--- src/psc_pkg.sv ---
// ----------------------------------------------------------------------------
// psc_pkg: shared types and codes of the pairing session code check
// Request and result payloads, request/error/reason codes, session states.
// ----------------------------------------------------------------------------
package psc_pkg;

  // Request types
  localparam logic [3:0] REQ_BEGIN        = 4'd0;
  localparam logic [3:0] REQ_BEGIN_BOUND  = 4'd1;
  localparam logic [3:0] REQ_XPORT_READY  = 4'd2;
  localparam logic [3:0] REQ_XCRIPT_DONE  = 4'd3;
  localparam logic [3:0] REQ_CONFIRM      = 4'd4;
  localparam logic [3:0] REQ_SUBMIT       = 4'd5;
  localparam logic [3:0] REQ_COMPLETE     = 4'd6;
  localparam logic [3:0] REQ_CANCEL       = 4'd7;
  localparam logic [3:0] REQ_REJECT       = 4'd8;
  localparam logic [3:0] REQ_FAIL         = 4'd9;
  localparam logic [3:0] REQ_EXPIRY_CHECK = 4'd10;

  // Error codes
  localparam logic [2:0] ERR_OK            = 3'd0;
  localparam logic [2:0] ERR_ACTIVE_EXISTS = 3'd1;
  localparam logic [2:0] ERR_BAD_FP        = 3'd2;
  localparam logic [2:0] ERR_INV_STATE     = 3'd3;
  localparam logic [2:0] ERR_BAD_CODE      = 3'd4;
  localparam logic [2:0] ERR_NOT_FOUND     = 3'd5;
  localparam logic [2:0] ERR_EXPIRED       = 3'd6;
  localparam logic [2:0] ERR_EXHAUSTED     = 3'd7;

  // Failure reasons
  localparam logic [2:0] RSN_NONE      = 3'd0;
  localparam logic [2:0] RSN_ATTEMPTS  = 3'd1;
  localparam logic [2:0] RSN_CANCELLED = 3'd2;
  localparam logic [2:0] RSN_EXPIRED   = 3'd3;

  // Configuration register indexes
  localparam int unsigned CFG_IDX_W  = 1;
  localparam int unsigned CFG_DATA_W = 16;
  localparam logic [CFG_IDX_W-1:0] CFG_VALIDITY     = 1'd0;
  localparam logic [CFG_IDX_W-1:0] CFG_MAX_ATTEMPTS = 1'd1;

  // Largest six-digit code plus one
  localparam logic [19:0] CODE_LIMIT = 20'd1000000;

  // Session states, one-hot
  typedef enum logic [8:0] {
    ST_NONE       = 9'b0_0000_0001,
    ST_REQUESTING = 9'b0_0000_0010,
    ST_EXCHANGING = 9'b0_0000_0100,
    ST_AWAIT_CMP  = 9'b0_0000_1000,
    ST_CONFIRMING = 9'b0_0001_0000,
    ST_COMPLETED  = 9'b0_0010_0000,
    ST_EXPIRED    = 9'b0_0100_0000,
    ST_REJECTED   = 9'b0_1000_0000,
    ST_FAILED     = 9'b1_0000_0000
  } sess_state_t;

  // External state codes
  localparam logic [3:0] SCODE_NONE       = 4'd0;
  localparam logic [3:0] SCODE_REQUESTING = 4'd1;
  localparam logic [3:0] SCODE_EXCHANGING = 4'd2;
  localparam logic [3:0] SCODE_AWAIT_CMP  = 4'd3;
  localparam logic [3:0] SCODE_CONFIRMING = 4'd4;
  localparam logic [3:0] SCODE_COMPLETED  = 4'd5;
  localparam logic [3:0] SCODE_EXPIRED    = 4'd6;
  localparam logic [3:0] SCODE_REJECTED   = 4'd7;
  localparam logic [3:0] SCODE_FAILED     = 4'd8;

  typedef struct packed {
    logic [3:0]  req_type;
    logic [31:0] now_seconds;
    logic [63:0] session_id;
    logic [31:0] expiry_time;
    logic [7:0]  fingerprint_bytes;
    logic        code_present;
    logic        code_well_formed;
    logic [19:0] code_value;
    logic [2:0]  reason_code;
  } psc_req_t;

  typedef struct packed {
    logic [2:0] error_code;
    logic       expired_now;
    logic [3:0] session_state;
    logic [2:0] failure_reason;
    logic [7:0] attempts_left;
    logic       changed;
  } psc_rsp_t;

  function automatic logic [3:0] state_code(sess_state_t s);
    logic [3:0] c;
    unique case (s)
      ST_NONE:       c = SCODE_NONE;
      ST_REQUESTING: c = SCODE_REQUESTING;
      ST_EXCHANGING: c = SCODE_EXCHANGING;
      ST_AWAIT_CMP:  c = SCODE_AWAIT_CMP;
      ST_CONFIRMING: c = SCODE_CONFIRMING;
      ST_COMPLETED:  c = SCODE_COMPLETED;
      ST_EXPIRED:    c = SCODE_EXPIRED;
      ST_REJECTED:   c = SCODE_REJECTED;
      ST_FAILED:     c = SCODE_FAILED;
      default:       c = SCODE_NONE;
    endcase
    return c;
  endfunction

  function automatic logic is_terminal(sess_state_t s);
    return (s == ST_COMPLETED) || (s == ST_EXPIRED) ||
           (s == ST_REJECTED) || (s == ST_FAILED);
  endfunction

endpackage

--- src/psc_req_if.sv ---
// ----------------------------------------------------------------------------
// psc_req_if: request channel
// Valid/ready channel carrying one session request.
// ----------------------------------------------------------------------------
interface psc_req_if;
  import psc_pkg::*;

  logic     valid;
  logic     ready;
  psc_req_t data;

  modport source (output valid, output data, input ready);
  modport sink (input valid, input data, output ready);
endinterface

--- src/psc_rsp_if.sv ---
// ----------------------------------------------------------------------------
// psc_rsp_if: result channel
// Valid/ready channel carrying one request result.
// ----------------------------------------------------------------------------
interface psc_rsp_if;
  import psc_pkg::*;

  logic     valid;
  logic     ready;
  psc_rsp_t data;

  modport source (output valid, output data, input ready);
  modport sink (input valid, input data, output ready);
endinterface

--- src/pairing_session_code_check_fsm_unit.sv ---
// ----------------------------------------------------------------------------
// pairing_session_code_check_fsm_unit: one pairing session with code check
// A request passes the request register, then the result register, to the result.
// Throughput: one transaction per cycle unless the result side stalls; the session
// update happens in one pass of compare/add/decrement logic between the request
// and result stages.
// Reset: synchronous, active low; no session, validity 300 s, 3 attempts.
// ----------------------------------------------------------------------------
module pairing_session_code_check_fsm_unit #(
  parameter int unsigned ID_BITS         = 64,
  parameter int unsigned FINGERPRINT_LEN = 32
) (
  input  logic                              clk,
  input  logic                              rst_n,
  input  logic                              cfg_wr_en,
  input  logic [psc_pkg::CFG_IDX_W-1:0]     cfg_index,
  input  logic [psc_pkg::CFG_DATA_W-1:0]    cfg_wdata,
  psc_req_if.sink                           in_req,
  psc_rsp_if.source                         out_rsp
);
  import psc_pkg::*;

  localparam logic [7:0] FP_LEN = 8'(FINGERPRINT_LEN);

  // Configuration registers
  logic [15:0] validity_r;
  logic [7:0]  max_att_r;

  // Request stage
  logic     req_valid_r;
  psc_req_t req_r;

  // Result stage
  logic     out_valid_r;
  psc_rsp_t out_r;

  // Session state
  logic               sess_valid_r, sess_valid_nxt;
  sess_state_t        state_r, state_nxt;
  logic [ID_BITS-1:0] active_id_r, active_id_nxt;
  logic [19:0]        code_r, code_nxt;
  logic [31:0]        expires_r, expires_nxt;
  logic [7:0]         att_r, att_nxt;
  logic [2:0]         reason_r, reason_nxt;

  psc_rsp_t rsp_nxt;

  logic               advance;
  logic [ID_BITS-1:0] req_id;
  logic               exp_hit;
  logic               id_match;
  logic               live_after;
  logic               code_bad;
  logic [32:0]        limit;
  logic [32:0]        exp_req;
  logic               is_action;
  logic [7:0]         att_dec;

  // Advance the request stage whenever the result stage is free or draining.
  assign advance      = req_valid_r && (!out_valid_r || out_rsp.ready);
  assign in_req.ready = !req_valid_r || advance;

  assign out_rsp.valid = out_valid_r;
  assign out_rsp.data  = out_r;

  // Configuration writes; the user must issue them only while idle (not enforced).
  always_ff @(posedge clk) begin
    if (!rst_n) begin
      validity_r <= 16'd300;
      max_att_r  <= 8'd3;
    end else if (cfg_wr_en) begin
      unique case (cfg_index)
        CFG_VALIDITY:     validity_r <= cfg_wdata;
        CFG_MAX_ATTEMPTS: max_att_r  <= cfg_wdata[7:0];
        default: ;
      endcase
    end
  end

  // Request capture
  always_ff @(posedge clk) begin
    if (!rst_n) begin
      req_valid_r <= 1'b0;
    end else if (in_req.ready) begin
      req_valid_r <= in_req.valid;
    end
  end

  always_ff @(posedge clk) begin
    if (in_req.valid && in_req.ready) begin
      req_r <= in_req.data;
    end
  end

  // Shared terms of the request decode
  assign req_id     = req_r.session_id[ID_BITS-1:0];
  // A live session expires once the current time reaches its expiry.
  assign exp_hit    = sess_valid_r && !is_terminal(state_r) &&
                      (req_r.now_seconds >= expires_r);
  assign id_match   = sess_valid_r && (req_id != '0) && (req_id == active_id_r);
  assign live_after = sess_valid_r && !is_terminal(state_r) && !exp_hit;
  // A code flagged well formed but out of six-digit range is still malformed.
  assign code_bad   = (req_r.code_value >= CODE_LIMIT) ||
                      (req_r.code_present && !req_r.code_well_formed);
  // Keep now + validity in 33 bits for the bound check.
  assign limit      = {1'b0, req_r.now_seconds} + {17'd0, validity_r};
  assign exp_req    = (req_r.req_type == REQ_BEGIN_BOUND) ?
                      {1'b0, req_r.expiry_time} : limit;
  assign is_action  = (req_r.req_type >= REQ_XPORT_READY) &&
                      (req_r.req_type <= REQ_FAIL);
  assign att_dec    = att_r - 8'd1;

  // Session update and result for the request in the request stage
  always_comb begin
    sess_valid_nxt = sess_valid_r;
    state_nxt      = state_r;
    active_id_nxt  = active_id_r;
    code_nxt       = code_r;
    expires_nxt    = expires_r;
    att_nxt        = att_r;
    reason_nxt     = reason_r;
    rsp_nxt        = '0;
    rsp_nxt.error_code = ERR_OK;

    priority if ((req_r.req_type == REQ_BEGIN) || (req_r.req_type == REQ_BEGIN_BOUND)) begin
      // Expire first, whatever the outcome of the begin.
      if (exp_hit) begin
        state_nxt           = ST_EXPIRED;
        reason_nxt          = RSN_EXPIRED;
        rsp_nxt.expired_now = 1'b1;
        rsp_nxt.changed     = 1'b1;
      end
      priority if (live_after) begin
        rsp_nxt.error_code = ERR_ACTIVE_EXISTS;
      end else if (req_r.fingerprint_bytes != FP_LEN) begin
        rsp_nxt.error_code = ERR_BAD_FP;
      end else if ((validity_r == 16'd0) || (max_att_r == 8'd0)) begin
        rsp_nxt.error_code = ERR_INV_STATE;
      end else if (code_bad) begin
        rsp_nxt.error_code = ERR_BAD_CODE;
      end else if ((req_id == '0) || (exp_req <= {1'b0, req_r.now_seconds}) ||
                   (exp_req > limit)) begin
        rsp_nxt.error_code = ERR_INV_STATE;
      end else begin
        sess_valid_nxt  = 1'b1;
        active_id_nxt   = req_id;
        state_nxt       = ST_REQUESTING;
        code_nxt        = req_r.code_value;
        // Saturate the expiry at the top of the 32-bit time range.
        expires_nxt     = exp_req[32] ? 32'hFFFF_FFFF : exp_req[31:0];
        att_nxt         = max_att_r;
        reason_nxt      = RSN_NONE;
        rsp_nxt.changed = 1'b1;
      end
    end else if (is_action) begin
      priority if (!id_match) begin
        rsp_nxt.error_code = ERR_NOT_FOUND;
      end else if (exp_hit) begin
        state_nxt           = ST_EXPIRED;
        reason_nxt          = RSN_EXPIRED;
        rsp_nxt.expired_now = 1'b1;
        rsp_nxt.changed     = 1'b1;
        rsp_nxt.error_code  = ERR_EXPIRED;
      end else begin
        unique case (req_r.req_type)
          REQ_XPORT_READY: begin
            if (state_r == ST_REQUESTING) begin
              state_nxt       = ST_EXCHANGING;
              rsp_nxt.changed = 1'b1;
            end else begin
              rsp_nxt.error_code = ERR_INV_STATE;
            end
          end
          REQ_XCRIPT_DONE: begin
            if (state_r == ST_EXCHANGING) begin
              state_nxt       = ST_AWAIT_CMP;
              rsp_nxt.changed = 1'b1;
            end else begin
              rsp_nxt.error_code = ERR_INV_STATE;
            end
          end
          REQ_CONFIRM: begin
            if (state_r == ST_AWAIT_CMP) begin
              state_nxt       = ST_CONFIRMING;
              rsp_nxt.changed = 1'b1;
            end else begin
              rsp_nxt.error_code = ERR_INV_STATE;
            end
          end
          REQ_COMPLETE: begin
            if (state_r == ST_CONFIRMING) begin
              state_nxt       = ST_COMPLETED;
              rsp_nxt.changed = 1'b1;
            end else begin
              rsp_nxt.error_code = ERR_INV_STATE;
            end
          end
          REQ_SUBMIT: begin
            priority if (state_r != ST_AWAIT_CMP) begin
              rsp_nxt.error_code = ERR_INV_STATE;
            end else if (!req_r.code_well_formed || (req_r.code_value >= CODE_LIMIT)) begin
              rsp_nxt.error_code = ERR_BAD_CODE;
            end else if (req_r.code_value != code_r) begin
              // Wrong code: use up an attempt; the last one rejects.
              att_nxt         = att_dec;
              rsp_nxt.changed = 1'b1;
              if (att_dec == 8'd0) begin
                state_nxt          = ST_REJECTED;
                reason_nxt         = RSN_ATTEMPTS;
                rsp_nxt.error_code = ERR_EXHAUSTED;
              end else begin
                rsp_nxt.error_code = ERR_BAD_CODE;
              end
            end else begin
              state_nxt       = ST_CONFIRMING;
              rsp_nxt.changed = 1'b1;
            end
          end
          REQ_CANCEL: begin
            if (is_terminal(state_r)) begin
              rsp_nxt.error_code = ERR_INV_STATE;
            end else begin
              state_nxt       = ST_REJECTED;
              reason_nxt      = RSN_CANCELLED;
              rsp_nxt.changed = 1'b1;
            end
          end
          REQ_REJECT, REQ_FAIL: begin
            if (is_terminal(state_r) || (req_r.reason_code == RSN_NONE)) begin
              rsp_nxt.error_code = ERR_INV_STATE;
            end else begin
              state_nxt       = (req_r.req_type == REQ_FAIL) ? ST_FAILED : ST_REJECTED;
              reason_nxt      = req_r.reason_code;
              rsp_nxt.changed = 1'b1;
            end
          end
          default: rsp_nxt.error_code = ERR_INV_STATE;
        endcase
      end
    end else if (req_r.req_type == REQ_EXPIRY_CHECK) begin
      if (exp_hit) begin
        state_nxt           = ST_EXPIRED;
        reason_nxt          = RSN_EXPIRED;
        rsp_nxt.expired_now = 1'b1;
        rsp_nxt.changed     = 1'b1;
      end
    end else begin
      // Unknown request types
      rsp_nxt.error_code = ERR_INV_STATE;
    end

    // Publish the session snapshot after this request.
    rsp_nxt.session_state  = sess_valid_nxt ? state_code(state_nxt) : SCODE_NONE;
    rsp_nxt.failure_reason = sess_valid_nxt ? reason_nxt : RSN_NONE;
    rsp_nxt.attempts_left  = sess_valid_nxt ? att_nxt : 8'd0;
  end

  // Session state: commit when the request moves into the result stage.
  always_ff @(posedge clk) begin
    if (!rst_n) begin
      sess_valid_r <= 1'b0;
      state_r      <= ST_NONE;
      active_id_r  <= '0;
      code_r       <= '0;
      expires_r    <= '0;
      att_r        <= '0;
      reason_r     <= RSN_NONE;
    end else if (advance) begin
      sess_valid_r <= sess_valid_nxt;
      state_r      <= state_nxt;
      active_id_r  <= active_id_nxt;
      code_r       <= code_nxt;
      expires_r    <= expires_nxt;
      att_r        <= att_nxt;
      reason_r     <= reason_nxt;
    end
  end

  // Result register
  always_ff @(posedge clk) begin
    if (!rst_n) begin
      out_valid_r <= 1'b0;
    end else if (advance) begin
      out_valid_r <= 1'b1;
    end else if (out_rsp.ready) begin
      out_valid_r <= 1'b0;
    end
  end

  always_ff @(posedge clk) begin
    if (advance) begin
      out_r <= rsp_nxt;
    end
  end

`ifndef SYNTHESIS
  // Once opened, a session slot never returns to empty.
  a_sess_sticky: assert property (@(posedge clk) disable iff (!rst_n)
    sess_valid_r |=> sess_valid_r)
    else $error("session valid dropped");

  // The session only moves when the request reports a change.
  a_no_silent_change: assert property (@(posedge clk) disable iff (!rst_n)
    (advance && !rsp_nxt.changed) |=> $stable(state_r) && $stable(att_r) &&
                                      $stable(reason_r))
    else $error("session changed without changed flag");

  // An expiry reported by a result leaves the session expired, or freshly
  // reopened by the begin that expired the old one.
  a_expired_state: assert property (@(posedge clk) disable iff (!rst_n)
    (out_valid_r && out_r.expired_now) |-> out_r.changed &&
      (((out_r.session_state == SCODE_EXPIRED) &&
        (out_r.failure_reason == RSN_EXPIRED)) ||
       ((out_r.session_state == SCODE_REQUESTING) &&
        (out_r.failure_reason == RSN_NONE))))
    else $error("expired result without expired state");

  // Backpressure on the request side only comes from a held request.
  a_ready_cause: assert property (@(posedge clk) disable iff (!rst_n)
    !in_req.ready |-> (req_valid_r && out_valid_r && !out_rsp.ready))
    else $error("request stalled without cause");
`endif

endmodule

--- src/flat_wrapper.sv ---
// flat-port wrapper written by rule: the top's interface ports become plain ports
module pairing_session_code_check_fsm_unit_flat import psc_pkg::*;
#(
  parameter int unsigned ID_BITS         = 64,
  parameter int unsigned FINGERPRINT_LEN = 32
)
  (clk, rst_n, cfg_wr_en, cfg_index, cfg_wdata, in_req_valid, in_req_data, in_req_ready, out_rsp_valid, out_rsp_data, out_rsp_ready);
  psc_req_if in_req_i ();
  psc_rsp_if out_rsp_i ();
  input  logic clk;
  input  logic rst_n;
  input  logic cfg_wr_en;
  input  logic [psc_pkg::CFG_IDX_W-1:0] cfg_index;
  input  logic [psc_pkg::CFG_DATA_W-1:0] cfg_wdata;
  input wire logic [$bits(in_req_i.valid)-1:0] in_req_valid;
  input wire logic [$bits(in_req_i.data)-1:0] in_req_data;
  output wire logic [$bits(in_req_i.ready)-1:0] in_req_ready;
  output wire logic [$bits(out_rsp_i.valid)-1:0] out_rsp_valid;
  output wire logic [$bits(out_rsp_i.data)-1:0] out_rsp_data;
  input wire logic [$bits(out_rsp_i.ready)-1:0] out_rsp_ready;
  assign in_req_i.valid = in_req_valid;
  assign in_req_i.data = in_req_data;
  assign in_req_ready = in_req_i.ready;
  assign out_rsp_valid = out_rsp_i.valid;
  assign out_rsp_data = out_rsp_i.data;
  assign out_rsp_i.ready = out_rsp_ready;
  pairing_session_code_check_fsm_unit #(.ID_BITS(ID_BITS), .FINGERPRINT_LEN(FINGERPRINT_LEN)) u_core (.clk(clk), .rst_n(rst_n), .cfg_wr_en(cfg_wr_en), .cfg_index(cfg_index), .cfg_wdata(cfg_wdata), .in_req(in_req_i), .out_rsp(out_rsp_i));
endmodule
--- config.mk ---
export PLATFORM = sky130hd
export DESIGN_NAME = pairing_session_code_check_fsm_unit_flat
export DESIGN_NICKNAME = d
export VERILOG_FILES = /design/src/psc_pkg.sv /design/src/psc_req_if.sv /design/src/psc_rsp_if.sv /design/src/pairing_session_code_check_fsm_unit.sv /design/src/flat_wrapper.sv
export SDC_FILE = /design/constraint.sdc
export NUM_CORES = 1
export LEC_CHECK = 0
export ABC_AREA = 1
export BUFFER_PORTS_ARGS = -buffer_cell sky130_fd_sc_hd__buf_2
export CAP_MARGIN = 40
export CORE_UTILIZATION = 64
export CTS_CLUSTER_DIAMETER = 150
export CTS_CLUSTER_SIZE = 8
export DETAILED_ROUTE_END_ITERATION = 8
export PLACE_DENSITY = 0.86
export SYNTH_ARGS = -nofsm -noshare
export SYNTH_HDL_FRONTEND = slang
export SYNTH_SLANG_ARGS = --single-unit
--- constraint.sdc ---
create_clock -name clk -period 16.1 [get_ports clk]
set_clock_uncertainty 0.2 [all_clocks]
set_input_delay 4.83 -clock clk [delete_from_list [all_inputs] [get_ports clk]]
set_output_delay 4.83 -clock clk [all_outputs]
set_load 0.02 [all_outputs]
==> impl_metrics.yaml <==
floorplan:
  floorplan.initialDensity_pct: 65.3
  ios: 209
  rows: 63
  dieWidth_um: 176
  die_h_um: 176
  design.die.area_um2: 31100
  coreArea_um2: 29800
worst_setup_path:
  crit_type: "in -> out"
  critical_path_arrival_ns: 5.27
  reg2reg_slack_ns: 8.96
  end_kind: "output pin"
  reg2reg_from: "u_core.req_r[133]"
  slowest_stage: "buf_2"
  start_kind: "input port"
  path_delay_family: "buffers and inverters"
  required_ns: 11.07
  critPathBufInv: 3
  path_cells: "buf_2 -> inv_1 -> nand3_1 -> buf_2"
  r2r_cells: 30
  cp_max_fo: 3
  crit_path_frequent_cell: "buf_2"
  crit_cells: 4
  r2r-end: "u_core.active_id_r[16]"
  cp_slowest_stage_delay_ns: 0.18
sta:
  worst_slack_ns: 5.80
  period_share_pct: 64.0
  drv_slew: 0
  tightest_slew_ns: 0.875
  tns_ns: 0
  max_slew_margin_pct: 41.4
  period_minus_slack_ns: 10.30
  setup_violations: 0
  grt_setup_unrepaired: "false"
  max_freq_mhz: 97.1
  hold_viol_final: 0
clock_tree:
  path_clk_slew_ns: 0.05
  cts_buffers: 49
  numClockSinks: 348
  cts-root-buf: "clkbuf_16"
  clockBufferDepth: 3
  post_cts_buffers: 0
  cts_hold_buf: 0
  cts-resized-gates: 0
  clock_latency_ns: 0.58
  cts_tree: "built"
  h-tree-depth: 2
power:
  ir_drop_uv: 112
  p_total_uw: 2310
  power.leakage_uw: 0.00984
  powerDensity_nw_per_um2: 104
placed_design:
  placed_cell_area_um2: 20900
  gp_congestion: 1.03
  place_hpwl_mm: 39.4
  dp_slack_ns: 5.80
  portBuffers: 208
worst_hold_path:
  whs_endpoint: "u_core.active_id_r[53]"
  hp-start: "u_core.active_id_r[53]"
  min_path_type: "reg -> reg"
  hold_depth: 2
status:
  outcome: "completed"
yosys:
  async_reset_ff_share_pct: 0
  synth_cell_types: 67
  yosysTopAreaCellShare_pct: 28.6
  synth_seq_cells: 348
  netlist_instances: 2353
  yosysSeqAreaShare_pct: 45.3
  synth.cell_area_um2: 19500
  synth_area_leaders: "edfxtp_1 29%, dfxtp_1 17%, nand2_1 7.7%"
  yosys.area.top_type: "edfxtp_1"
  synth_edf_count: 185
  syn_nets: 2655
  yosys_warnings: 0
  syn_avg_cell_area_um2: 8.27
  synth_top_flop_cell: "edfxtp_1"
detailed_routing:
  drt-total-wl_mm: 54.0
  drc_errors: 0
  wl_per_cell_um: 18.1
  viasPerCell: 5.88
  drtPass1Iterations: 6
  drt_iter0_drc: 1782
  drt.antenna.violating_nets: 0
  vias: 17600
global_route:
  antenna_found_initial: 1
  grt_pass1_wl_mm: 84.2
  overflow: 0
  grt_pass1_vias: 16700
  grt_max_degree: 99
  grt_util_all_layers_pct: 34.4
finish:
  final_common_cell: "nand2_1"
  layout-drive-gt1-share_pct: 14.3
  layout_common_cells: "398 x nand2_1, 342 x inv_1, 226 x nor2_1"
  final_net_count: 2864
  final_area_um2: 22300
  syn2layout_area_growth_pct: 14.7
flow_run:
  cap_violations: 0
flip-flops by register name, indices dropped and copies added (netlist names):
name                  count
u_core.code_r            20
u_core.validity_r        16
u_core.sess_valid_r       1
u_core.expires_r         32
u_core.max_att_r          8
u_core.req_id            64
u_core.state_r            9
u_core.req_valid_r        1
u_core.out_rsp.valid      1
u_core.reason_r           3
u_core.att_r              8
u_core.active_id_r       64
u_core.req_r            101
u_core.out_rsp.data      20
power breakdown:
group	total [µW]	switching (µW)	internal [µW]
Combinational	335	217	118
Sequential	1010	33.3	975
Clock	968	388	579
worst reg2reg max path: cells and delay by family, from the launching register on:
kind,cells,cell delay [ns]
flops,1,0.51
simple gates,13,2.04
fa+ha+maj,2,0.80
compound gates,11,2.49
xor+xnor,1,0.19
buf+inv,3,0.83
synthesized netlist by cell type, types with 11 or more instances:
master / number
nor4_1: 42
nand2_1: 398
a21boi_0: 17
o21ai_0: 171
or2_2: 24
xnor2_1: 18
ha_1: 114
nor2_2: 12
buf_2: 17
nand3_1: 76
o211ai_1: 14
xor2_1: 44
dfxtp_1: 163
edfxtp_1: 185
o21ai_1: 26
a21oi_1: 177
clkbuf_1: 38
nor3_1: 56
inv_1: 343
inv_2: 12
nor2_1: 226
a221oi_1: 11
nand4_1: 53
metrics by stage:
step | hold slack [ns] | utilization [%] | std cells
after CTS | 0.267 | 74.9 | 2988
after global routing | 0.289 | 74.9 | 2989
after detailed placement | 0.259 | 70.0 | 2901
after global placement | 0.253 | 69.7 | 2898
final | 0.268 | 74.9 | 2989
after floorplan | 0.242 | - | 2353
metal layers:
metal  GRT usage (%)  part of all wire [%]
met1            46.2                    42
met4            13.9                   3.7
met3            5.53                   8.0
met2            55.6                    46
met5               0                     0
kinds of logic (layout without fill, tap and decap cells):
logic type	Yosys count	count (layout)	share of synthesized area (%)
AO/OA/AOI/OAI	472	472	14.0
XOR/XNOR	62	62	2.79
adder cells (fa/ha/maj)	115	115	7.43
buffers and inverters	421	666	8.38
flip-flops	348	348	45.3
multiplexers	1	1	0.0515
other	0	1	0
AND/OR/NAND/NOR	934	934	22.0
worst max-delay path by stage:
stage / from / slack [ns] / to
final: out_rsp_ready / 5.80 / in_req_ready
after floorplan: out_rsp_ready / 5.99 / in_req_ready
after detailed placement: out_rsp_ready / 5.80 / in_req_ready
after CTS: out_rsp_ready / 5.80 / in_req_ready
after global routing: out_rsp_ready / 5.76 / in_req_ready
after global placement: out_rsp_ready / 5.82 / in_req_ready
area by class of cell:
| class | instances | area [µm²] |
|---|---|---|
| flip-flops and latches | 348 | 8820 |
| repair buffers | 220 | 1190 |
| diodes | 1 | 2.50 |
| clock buffers | 84 | 1380 |
| fillers | 2185 | 7480 |
| inverters | 359 | 1360 |
| clock inverters | 3 | 68.8 |
| multi-input cells | 1584 | 9010 |
| well taps | 390 | 488 |
(Power assumes the default switching activity.)
